==> src/design/lhist_pkg.sv <==
package lhist_pkg;

   localparam int MAX_LEVELS  = 64;
   localparam int COUNT_BITS  = 24;

   localparam int CHAN_W      = 8;
   localparam int LVL_W       = 7;
   localparam int IDX_W       = $clog2(MAX_LEVELS);
   localparam int OUT_COUNT_W = 24;
   localparam int OUT_IDX_W   = 6;
   localparam int LUMA_W      = 24;
   localparam int FRAC_W      = 16;
   localparam int PROD_W      = LUMA_W + LVL_W;
   localparam int QUO_W       = PROD_W - FRAC_W;
   localparam int EST_W       = QUO_W - CHAN_W;

   localparam logic [LUMA_W-1:0] WEIGHT_RED   = LUMA_W'(13938);
   localparam logic [LUMA_W-1:0] WEIGHT_GREEN = LUMA_W'(46870);
   localparam logic [LUMA_W-1:0] WEIGHT_BLUE  = LUMA_W'(4730);
   localparam logic [QUO_W-1:0]  CHAN_FULL    = QUO_W'(255);

   localparam logic [LVL_W-1:0]      LEVELS_RESET = LVL_W'(64);
   localparam logic [LVL_W-1:0]      LEVELS_TOP   = LVL_W'(MAX_LEVELS);
   localparam logic [COUNT_BITS-1:0] COUNT_TOP    = {COUNT_BITS{1'b1}};
   localparam logic [COUNT_BITS-1:0] PEAK_RESET   = COUNT_BITS'(1);

   typedef struct packed {
      logic [CHAN_W-1:0] red;
      logic [CHAN_W-1:0] green;
      logic [CHAN_W-1:0] blue;
      logic              last_pixel;
   } pixel_type;

   typedef struct packed {
      logic [OUT_IDX_W-1:0]   band_index;
      logic [OUT_COUNT_W-1:0] band_count;
      logic [OUT_COUNT_W-1:0] peak_count;
      logic                   last_band;
   } band_type;

   // controller -> datapath
   typedef struct packed {
      logic capture;
      logic calc_luma;
      logic calc_scale;
      logic calc_band;
      logic mem_read;
      logic mem_write;
      logic dump_start;
      logic dump_step;
      logic clear;
   } cmd_type;

   // datapath -> controller
   typedef struct packed {
      logic last_pixel;
      logic dump_end;
   } status_type;

endpackage

==> src/design/lhist_ctrl.sv <==
module lhist_ctrl
   import lhist_pkg::*;
(
   input  logic       clock,
   input  logic       reset,
   input  logic       start,
   output logic       busy,
   input  status_type status,
   output cmd_type    cmd
);

   typedef enum logic [7:0] {
      ST_IDLE  = 8'b0000_0001,
      ST_LUMA  = 8'b0000_0010,
      ST_SCALE = 8'b0000_0100,
      ST_BAND  = 8'b0000_1000,
      ST_READ  = 8'b0001_0000,
      ST_WRITE = 8'b0010_0000,
      ST_DUMP  = 8'b0100_0000,
      ST_DRAIN = 8'b1000_0000
   } state_type;

   state_type state_ff;
   state_type state_in;

   always_ff @(posedge clock) begin
      if (reset) begin
         state_ff <= ST_IDLE;
      end else begin
         state_ff <= state_in;
      end
   end

   always_comb begin
      state_in = state_ff;
      cmd      = '0;
      busy     = 1'b1;
      unique case (state_ff)
         ST_IDLE: begin
            busy = 1'b0;
            if (start) begin
               cmd.capture = 1'b1;
               state_in    = ST_LUMA;
            end
         end
         ST_LUMA: begin
            cmd.calc_luma = 1'b1;
            state_in      = ST_SCALE;
         end
         ST_SCALE: begin
            cmd.calc_scale = 1'b1;
            state_in       = ST_BAND;
         end
         ST_BAND: begin
            cmd.calc_band = 1'b1;
            state_in      = ST_READ;
         end
         ST_READ: begin
            cmd.mem_read = 1'b1;
            state_in     = ST_WRITE;
         end
         ST_WRITE: begin
            cmd.mem_write = 1'b1;
            if (status.last_pixel) begin
               cmd.dump_start = 1'b1;
               state_in       = ST_DUMP;
            end else begin
               state_in = ST_IDLE;
            end
         end
         ST_DUMP: begin
            cmd.dump_step = 1'b1;
            if (status.dump_end) begin
               state_in = ST_DRAIN;
            end
         end
         ST_DRAIN: begin
            // last band is on the output this cycle; wipe the store behind it
            cmd.clear = 1'b1;
            state_in  = ST_IDLE;
         end
         default: begin
            state_in = ST_IDLE;
         end
      endcase
   end

endmodule

==> src/design/lhist_dp.sv <==
module lhist_dp
   import lhist_pkg::*;
(
   input  logic             clock,
   input  logic             reset,
   input  pixel_type        req_pixel,
   input  logic             csr_we,
   input  logic [LVL_W-1:0] csr_wdata,
   input  cmd_type          cmd,
   output status_type       status,
   output logic             rsp_strobe,
   output band_type         rsp_band
);

   pixel_type              pix_ff;
   logic [LVL_W-1:0]       levels_ff;
   logic [LUMA_W-1:0]      luma_ff;
   logic [PROD_W-1:0]      prod_ff;
   logic [IDX_W-1:0]       band_ff;
   logic [IDX_W-1:0]       dump_idx_ff;
   logic [COUNT_BITS-1:0]  mem_ff [MAX_LEVELS];
   logic [MAX_LEVELS-1:0]  vld_ff;
   logic [COUNT_BITS-1:0]  rd_data_ff;
   logic                   rd_vld_ff;
   logic [COUNT_BITS-1:0]  peak_ff;
   logic                   strobe_ff;
   logic [IDX_W-1:0]       out_idx_ff;
   logic                   out_last_ff;

   logic [LVL_W-1:0]       lvl;
   logic [LVL_W-1:0]       lvl_m1;
   logic [LUMA_W-1:0]      luma_in;
   logic [QUO_W-1:0]       quo;
   logic [EST_W-1:0]       est;
   logic [QUO_W-1:0]       rem;
   logic [LVL_W-1:0]       band_raw;
   logic [LVL_W-1:0]       band_clamped;
   logic [IDX_W-1:0]       rd_addr;
   logic [COUNT_BITS-1:0]  cur_count;
   logic [COUNT_BITS-1:0]  nxt_count;

   always_comb begin
      lvl = levels_ff;
      if (levels_ff == '0) begin
         lvl = LVL_W'(1);
      end else if (levels_ff > LEVELS_TOP) begin
         lvl = LEVELS_TOP;
      end
      lvl_m1 = lvl - LVL_W'(1);
   end

   assign luma_in = WEIGHT_RED   * LUMA_W'(pix_ff.red)
                  + WEIGHT_GREEN * LUMA_W'(pix_ff.green)
                  + WEIGHT_BLUE  * LUMA_W'(pix_ff.blue);

   // quo / 255 is quo >> 8 or one more; remainder check settles it
   always_comb begin
      quo      = prod_ff[PROD_W-1:FRAC_W];
      est      = quo[QUO_W-1:CHAN_W];
      rem      = quo - (QUO_W'(est) << CHAN_W) + QUO_W'(est);
      band_raw = LVL_W'(est) + LVL_W'(rem >= CHAN_FULL);
      band_clamped = (band_raw > lvl_m1) ? lvl_m1 : band_raw;
   end

   assign rd_addr   = cmd.mem_read ? band_ff : dump_idx_ff;
   assign cur_count = rd_vld_ff ? rd_data_ff : '0;
   assign nxt_count = (cur_count == COUNT_TOP) ? cur_count : cur_count + COUNT_BITS'(1);

   always_ff @(posedge clock) begin
      if (cmd.capture) begin
         pix_ff <= req_pixel;
      end
      if (cmd.calc_luma) begin
         luma_ff <= luma_in;
      end
      if (cmd.calc_scale) begin
         prod_ff <= PROD_W'(lvl) * PROD_W'(luma_ff);
      end
      if (cmd.calc_band) begin
         band_ff <= band_clamped[IDX_W-1:0];
      end
      if (cmd.mem_read || cmd.dump_step) begin
         rd_data_ff <= mem_ff[rd_addr];
         rd_vld_ff  <= vld_ff[rd_addr];
         out_idx_ff <= dump_idx_ff;
         out_last_ff <= status.dump_end;
      end
      if (cmd.mem_write) begin
         mem_ff[band_ff] <= nxt_count;
      end
      if (cmd.dump_start) begin
         dump_idx_ff <= '0;
      end else if (cmd.dump_step) begin
         dump_idx_ff <= dump_idx_ff + IDX_W'(1);
      end
   end

   always_ff @(posedge clock) begin
      if (reset) begin
         levels_ff <= LEVELS_RESET;
         vld_ff    <= '0;
         peak_ff   <= PEAK_RESET;
         strobe_ff <= 1'b0;
      end else begin
         if (csr_we) begin
            levels_ff <= csr_wdata;
         end
         strobe_ff <= cmd.dump_step;
         if (cmd.clear) begin
            vld_ff  <= '0;
            peak_ff <= PEAK_RESET;
         end else if (cmd.mem_write) begin
            vld_ff[band_ff] <= 1'b1;
            if (nxt_count > peak_ff) begin
               peak_ff <= nxt_count;
            end
         end
      end
   end

   assign status.last_pixel = pix_ff.last_pixel;
   assign status.dump_end   = (dump_idx_ff == lvl_m1[IDX_W-1:0]);

   assign rsp_strobe          = strobe_ff;
   assign rsp_band.band_index = OUT_IDX_W'(out_idx_ff);
   assign rsp_band.band_count = cur_count[OUT_COUNT_W-1:0];
   assign rsp_band.peak_count = peak_ff[OUT_COUNT_W-1:0];
   assign rsp_band.last_band  = out_last_ff;

endmodule

==> src/design/luminance_histogram_core.sv <==
// Luminance histogram core.
// Request channel: req_pixel (red, green, blue, last_pixel) is taken at a
// rising edge with start high and busy low. Each request then occupies the
// core through the luma, scale, band, counter read and counter write
// states, so the next pixel is accepted only once it is back in idle. The
// pacing is set by the controller stepping each pixel through the shared
// datapath and the read-modify-write of the single-port counter memory.
// On a request with last_pixel set, that pixel is counted, then one
// response per band 0..L-1 follows on rsp_band with rsp_strobe high for
// one cycle each, in back-to-back cycles, registered by readout steps after
// the counter write; last_band marks band L-1. The core stays busy until
// the last band is out; counters and peak are cleared as that cycle ends.
// Responses cannot be held off; the receiver must take each when strobed.
// csr_we/csr_wdata write num_levels (0 acts as 1, above 64 acts as 64);
// write only while busy is low.
// Reset (synchronous, active high) sets num_levels to 64, empties all
// bands and sets the peak to 1; counters use per-band valid bits, so no
// clearing pass is needed.
module luminance_histogram_core
   import lhist_pkg::*;
(
   input  logic             clock,
   input  logic             reset,
   input  logic             start,
   output logic             busy,
   input  pixel_type        req_pixel,
   input  logic             csr_we,
   input  logic [LVL_W-1:0] csr_wdata,
   output logic             rsp_strobe,
   output band_type         rsp_band
);

   cmd_type    cmd;
   status_type status;

   lhist_ctrl u_ctrl (
      .clock  (clock),
      .reset  (reset),
      .start  (start),
      .busy   (busy),
      .status (status),
      .cmd    (cmd)
   );

   lhist_dp u_dp (
      .clock      (clock),
      .reset      (reset),
      .req_pixel  (req_pixel),
      .csr_we     (csr_we),
      .csr_wdata  (csr_wdata),
      .cmd        (cmd),
      .status     (status),
      .rsp_strobe (rsp_strobe),
      .rsp_band   (rsp_band)
   );

endmodule

==> config.mk <==
export PLATFORM = sky130hd
export DESIGN_NAME = luminance_histogram_core
export DESIGN_NICKNAME = d
export VERILOG_FILES = /design/src/design/lhist_pkg.sv /design/src/design/lhist_ctrl.sv /design/src/design/lhist_dp.sv /design/src/design/luminance_histogram_core.sv
export SDC_FILE = /design/constraint.sdc
export NUM_CORES = 2
export LEC_CHECK = 0
export ABC_AREA = 1
export BUFFER_PORTS_ARGS = -buffer_cell sky130_fd_sc_hd__buf_2
export CAP_MARGIN = 20
export CORE_ASPECT_RATIO = 0.7
export CORE_MARGIN = 5
export CORE_UTILIZATION = 45
export DETAILED_ROUTE_END_ITERATION = 7
export HOLD_SLACK_MARGIN = 0.15
export PLACE_DENSITY = 0.61
export SYNTH_ARGS = -nofsm -noshare
export SYNTH_HDL_FRONTEND = slang
export SYNTH_SLANG_ARGS = --single-unit
export TNS_END_PERCENT = 20
==> constraint.sdc <==
create_clock -name clock -period 13.56 [get_ports clock]
set_input_delay 1.356 -clock clock [delete_from_list [all_inputs] [get_ports clock]]
set_output_delay 1.356 -clock clock [all_outputs]
set_load 0.03 [all_outputs]
==> flow_summary.html <==
<table>
<tr><th>Metric</th><th>Value</th></tr>
<tr><th colspan="2">Cells and area</th></tr>
<tr><td>Post-layout util</td><td>0.500</td></tr>
<tr><td>Number of filler instances in the final layout</td><td>17,700</td></tr>
<tr><td>Fin nets</td><td>9,734</td></tr>
<tr><td>Ratio of cells with drive above 1 in the final layout</td><td>0.0674</td></tr>
<tr><td>Multi-input gate area in the final layout</td><td>0.0291 mm^2</td></tr>
<tr><td>Area occupied by registers</td><td>0.0514 mm^2</td></tr>
<tr><td>Layout overhead on the synthesized area</td><td>10.2%</td></tr>
<tr><th colspan="2">Routing</th></tr>
<tr><td>Routed vias</td><td>64,200</td></tr>
<tr><td>Post-route DRC violation count</td><td>7</td></tr>
<tr><td>Total met3 wirelength after detailed routing</td><td>33,600 um</td></tr>
<tr><td>Number of detailed-route iterations in the first pass</td><td>8</td></tr>
<tr><td>Top routing layer in use</td><td>met5</td></tr>
<tr><td>Final routed wire length divided by cell count</td><td>22.5 um</td></tr>
<tr><td>Average vias per placed instance</td><td>5.35</td></tr>
<tr><td>Length of routed wiring on met1</td><td>122,000 um</td></tr>
<tr><td>Met2 routed WL</td><td>107,000 um</td></tr>
<tr><td>First-iteration detailed-routing DRC count</td><td>7,996</td></tr>
<tr><td>Routed wire length</td><td>269,000 um</td></tr>
<tr><td>Remaining antenna violation count after routing</td><td>0</td></tr>
<tr><th colspan="2">Clock network</th></tr>
<tr><td>Root buffer cell</td><td>clkbuf_16</td></tr>
<tr><td>Maximum buffer depth of the clock tree</td><td>4</td></tr>
<tr><td>Inserted Clock Buffers</td><td>179</td></tr>
<tr><td>Number of buffers added for setup after CTS</td><td>0</td></tr>
<tr><td>Clock Sink Count</td><td>1,747</td></tr>
<tr><td>CTS tree</td><td>done</td></tr>
<tr><td>Post-CTS sizing</td><td>0</td></tr>
<tr><td>Clock input transition at the sequential cells of the worst setup and hold paths</td><td>0.06 ns</td></tr>
<tr><td>H-tree depth reported by CTS</td><td>4</td></tr>
<tr><td>Source-to-sink clock delay at the later pin of the worst-skew pair</td><td>0.85 ns</td></tr>
<tr><td>Count of hold buffers inserted by post-cts repair</td><td>0</td></tr>
<tr><th colspan="2">Floorplanning</th></tr>
<tr><td>Count of boundary I/O pins</td><td>93</td></tr>
<tr><td>Initial Utilization</td><td>0.454</td></tr>
<tr><td>Row count</td><td>136</td></tr>
<tr><td>Floorplan Core Area</td><td>0.197 mm^2</td></tr>
<tr><td>Area of the die</td><td>0.208 mm^2</td></tr>
<tr><td>Die width</td><td>543 um</td></tr>
<tr><td>Chip Height</td><td>383 um</td></tr>
<tr><th colspan="2">Global routing</th></tr>
<tr><td>Wire length of the first global-routing pass</td><td>396,000 um</td></tr>
<tr><td>Number of global-route vias before repair</td><td>59,500</td></tr>
<tr><td>Largest net degree at the start of global routing</td><td>164</td></tr>
<tr><td>Number of antenna violations at the first check in global routing</td><td>22</td></tr>
<tr><td>Global-route usage over all layers</td><td>0.255</td></tr>
<tr><td>Global route total overflow</td><td>0</td></tr>
<tr><th colspan="2">Critical path</th></tr>
<tr><td>Endpoint arrival time on the critical path</td><td>7.21 ns</td></tr>
<tr><td>Crit path depth</td><td>26</td></tr>
<tr><td>Setup slack of the most critical reg-to-reg path</td><td>6.89 ns</td></tr>
<tr><td>Largest fanout on the critical path</td><td>6</td></tr>
<tr><td>Worst Path Class, Setup</td><td>reg2reg</td></tr>
<tr><td>Depth of the worst register-to-register path</td><td>26</td></tr>
<tr><td>Critical path's top delay family</td><td>adder cells</td></tr>
<tr><td>Crit path required time</td><td>14.11 ns</td></tr>
<tr><td>Category of the worst setup path capture point</td><td>flop</td></tr>
<tr><td>Last element of the critical path</td><td>u_dp.luma_ff[23]</td></tr>
<tr><td>Crit path launch</td><td>u_dp.pix_ff[22]</td></tr>
<tr><td>R2R Path End</td><td>u_dp.luma_ff[23]</td></tr>
<tr><td>Critical path's slowest cell</td><td>fa_1</td></tr>
<tr><td>Max incr delay on CP</td><td>0.59 ns</td></tr>
<tr><td>Setup crit start kind</td><td>flop</td></tr>
<tr><td>CP Buf/Inv Count</td><td>5</td></tr>
<tr><td>Critical R2R Launch</td><td>u_dp.pix_ff[22]</td></tr>
<tr><th colspan="2">STA</th></tr>
<tr><td>Slew Limit Headroom</td><td>0.233</td></tr>
<tr><td>Final sum of negative setup slack</td><td>0 ns</td></tr>
<tr><td>Endpoints failing setup</td><td>0</td></tr>
<tr><td>Final critical path time including I/O delays and setup</td><td>6.67 ns</td></tr>
<tr><td>Max Slew Vio Count</td><td>0</td></tr>
<tr><td>Worst hold margin</td><td>0.461 ns</td></tr>
<tr><td>Clock tree skew after final layout</td><td>0.0830 ns</td></tr>
<tr><td>Number of hold violations in the final report</td><td>0</td></tr>
<tr><td>Transition time at the pin with the least slew margin</td><td>1.15 ns</td></tr>
<tr><td>Final worst path period share</td><td>0.492</td></tr>
<tr><td>Setup repair after global routing missed its margin</td><td>no</td></tr>
<tr><td>Upper clock frequency limit</td><td>150 MHz</td></tr>
<tr><td>Worst setup margin</td><td>6.89 ns</td></tr>
<tr><th colspan="2">Yosys</th></tr>
<tr><td>FFs w/ async S/R, synth</td><td>0</td></tr>
<tr><td>Synth warn</td><td>0</td></tr>
<tr><td>Post-synth top area cell</td><td>edfxtp_1</td></tr>
<tr><td>Mean Syn Cell Area</td><td>9.73 um^2</td></tr>
<tr><td>Number of synthesized flops with an enable pin</td><td>1,637</td></tr>
<tr><td>Most frequent cell after synthesis</td><td>inv_1</td></tr>
<tr><td>List of most frequent post-synthesis cells</td><td>1,940 x inv_1, 1,926 x nand2_1, 1,637 x edfxtp_1, 1,632 x nand3_1, 398 x nor2_1</td></tr>
<tr><td>Yosys reg bits</td><td>1,747</td></tr>
<tr><td>Top area cells in the synthesized netlist</td><td>edfxtp_1 55%, nand3_1 9.1%, inv_1 8.1%</td></tr>
<tr><td>Sequential area share after synthesis</td><td>0.574</td></tr>
<tr><td>Netlist area before placement</td><td>0.0894 mm^2</td></tr>
<tr><td>Post-synth top flop</td><td>edfxtp_1</td></tr>
<tr><td>Syn Inst Count</td><td>9,194</td></tr>
<tr><td>Area share of the largest cell type after synthesis</td><td>0.550</td></tr>
<tr><td>Number of different library cells in the post-synthesis netlist</td><td>49</td></tr>
<tr><td>Net count of the mapped netlist</td><td>9,709</td></tr>
<tr><th colspan="2">Place</th></tr>
<tr><td>RD Place Congestion</td><td>0.926</td></tr>
<tr><td>Placement Setup Slack</td><td>6.91 ns</td></tr>
<tr><td>Post-DP HPWL</td><td>163,000 um</td></tr>
<tr><td>Port Buffers</td><td>92</td></tr>
<tr><th colspan="2">Run status</th></tr>
<tr><td>Violated checks</td><td>design-rule violations</td></tr>
<tr><td>Status</td><td>finished with violations</td></tr>
<tr><th colspan="2">Power and ir drop</th></tr>
<tr><td>Total leakage power</td><td>43.3 nW</td></tr>
<tr><td>Total Power Consumption</td><td>16.8 mW</td></tr>
<tr><td>Clock share of power</td><td>0.288</td></tr>
<tr><td>Fraction of power consumed by sequential logic</td><td>0.369</td></tr>
<tr><td>Total internal power</td><td>11.1 mW</td></tr>
<tr><td>Largest voltage drop on the vdd net</td><td>0.460 mV</td></tr>
<tr><td>Switching share of total power</td><td>0.342</td></tr>
<tr><td>Proportion of power drawn by combinational gates</td><td>0.343</td></tr>
<tr><td>Reported net switching power</td><td>5.75 mW</td></tr>
<tr><td>Power Dens Cells</td><td>171 mW/mm^2</td></tr>
<tr><th colspan="2">Min path</th></tr>
<tr><td>Classification of the worst-slack hold path</td><td>reg2reg</td></tr>
<tr><th colspan="2">Job</th></tr>
<tr><td>MaxCap Viol Count</td><td>0</td></tr>
</table>
layer usage:
layer,up-vias,global-route usage
met5,-,0
met2,3175,0.349
met4,6,0.0575
li1,29800,-
met3,365,0.0729
met1,30900,0.396
through the flow:
step / area [um^2] / instances
final: 98500 / 12000
after global routing: 98500 / 12000
after CTS: 98500 / 12000
after detailed placement: 92800 / 11700
after global placement: 92800 / 11700
after floorplan: 89400 / 9194
cells in the final DEF, fill, tap and decap left out, types with 30 or more instances in the layout:
| cell type | Yosys | layout |
|---|---|---|
| fa_1 | 198 | 198 |
| nor2_1 | 398 | 333 |
| buf_2 | 219 | 92 |
| a21oi_1 | 171 | 170 |
| nand3b_1 | 127 | 127 |
| nand4_1 | 36 | 36 |
| clkinv_2 | 0 | 38 |
| buf_4 | 11 | 135 |
| nand2_1 | 1926 | 1910 |
| xor2_1 | 73 | 73 |
| dfxtp_1 | 110 | 110 |
| clkbuf_1 | 128 | 30 |
| xnor2_1 | 39 | 39 |
| ha_1 | 281 | 281 |
| clkinv_1 | 2 | 36 |
| edfxtp_1 | 1637 | 1637 |
| clkbuf_16 | 0 | 187 |
| inv_1 | 1940 | 1927 |
| o21ai_0 | 90 | 90 |
| nor3_1 | 32 | 32 |
| nor2_2 | 2 | 51 |
| nand3_1 | 1632 | 1632 |
area by class of cell:
cell class | count | share of cell area
Clock inverter | 96 | 0.00758
Multi-Input combinational cell | 5100 | 0.296
Inverter | 1950 | 0.0744
Tap cell | 2622 | 0.0333
Clock buffer | 224 | 0.0496
Timing Repair Buffer | 241 | 0.0180
Antenna cell | 6 | 0.000152
Sequential cell | 1747 | 0.521
registers in the layout, indices dropped and copies added, names as in the netlist:
register	count
u_dp.mem_ff	1536
u_dp.band_ff	6
u_dp.pix_ff	24
u_dp.status	1
u_dp.out_idx_ff	6
u_ctrl.state_ff	8
u_dp.levels_ff	7
u_dp.rd_data_ff	24
u_dp.out_last_ff	1
u_dp.rd_vld_ff	1
u_dp.vld_ff	64
u_dp.rsp_strobe	1
u_dp.prod_ff	15
u_dp.luma_ff	23
u_dp.dump_idx_ff	6
u_dp.peak_ff	24
tightest hold or removal path: cells and delay by family (launching register included):
family	cells	cell delay (ns)
flops	1	0.32
simple gates	2	0.11
power by group through the flow:
| stage | Sequential, mW | Clock (mW) | Combinational [mW] |
|---|---|---|---|
| floorplan | 6.29 | 0 | 4.23 |
| global placement | 6.31 | 0 | 5.71 |
| detailed placement | 6.31 | 0 | 5.73 |
| CTS | 6.20 | 4.91 | 5.76 |
| global route | 6.20 | 5.14 | 6.61 |
| finish | 6.20 | 4.84 | 5.77 |
kinds of logic after synthesis:
kind of cell / after synthesis / synth area share
xor+xnor: 112 / 0.0110
compound gates: 328 / 0.0202
simple gates: 4181 / 0.207
fa+ha+maj: 479 / 0.0836
flops: 1747 / 0.574
buf+inv: 2347 / 0.104
worst min path at each step:
| stage | startpoint | endpoint | cells past startpoint |
|---|---|---|---|
| floorplan | u_dp.vld_ff[37] | u_dp.vld_ff[37] | 2 |
| global placement | u_dp.vld_ff[45] | u_dp.vld_ff[45] | 2 |
| detailed placement | u_dp.vld_ff[45] | u_dp.vld_ff[45] | 2 |
| CTS | u_dp.vld_ff[45] | u_dp.vld_ff[45] | 2 |
| global route | u_dp.vld_ff[17] | u_dp.vld_ff[17] | 2 |
| finish | u_dp.vld_ff[45] | u_dp.vld_ff[45] | 2 |
Power figures use the tool's default switching activity.
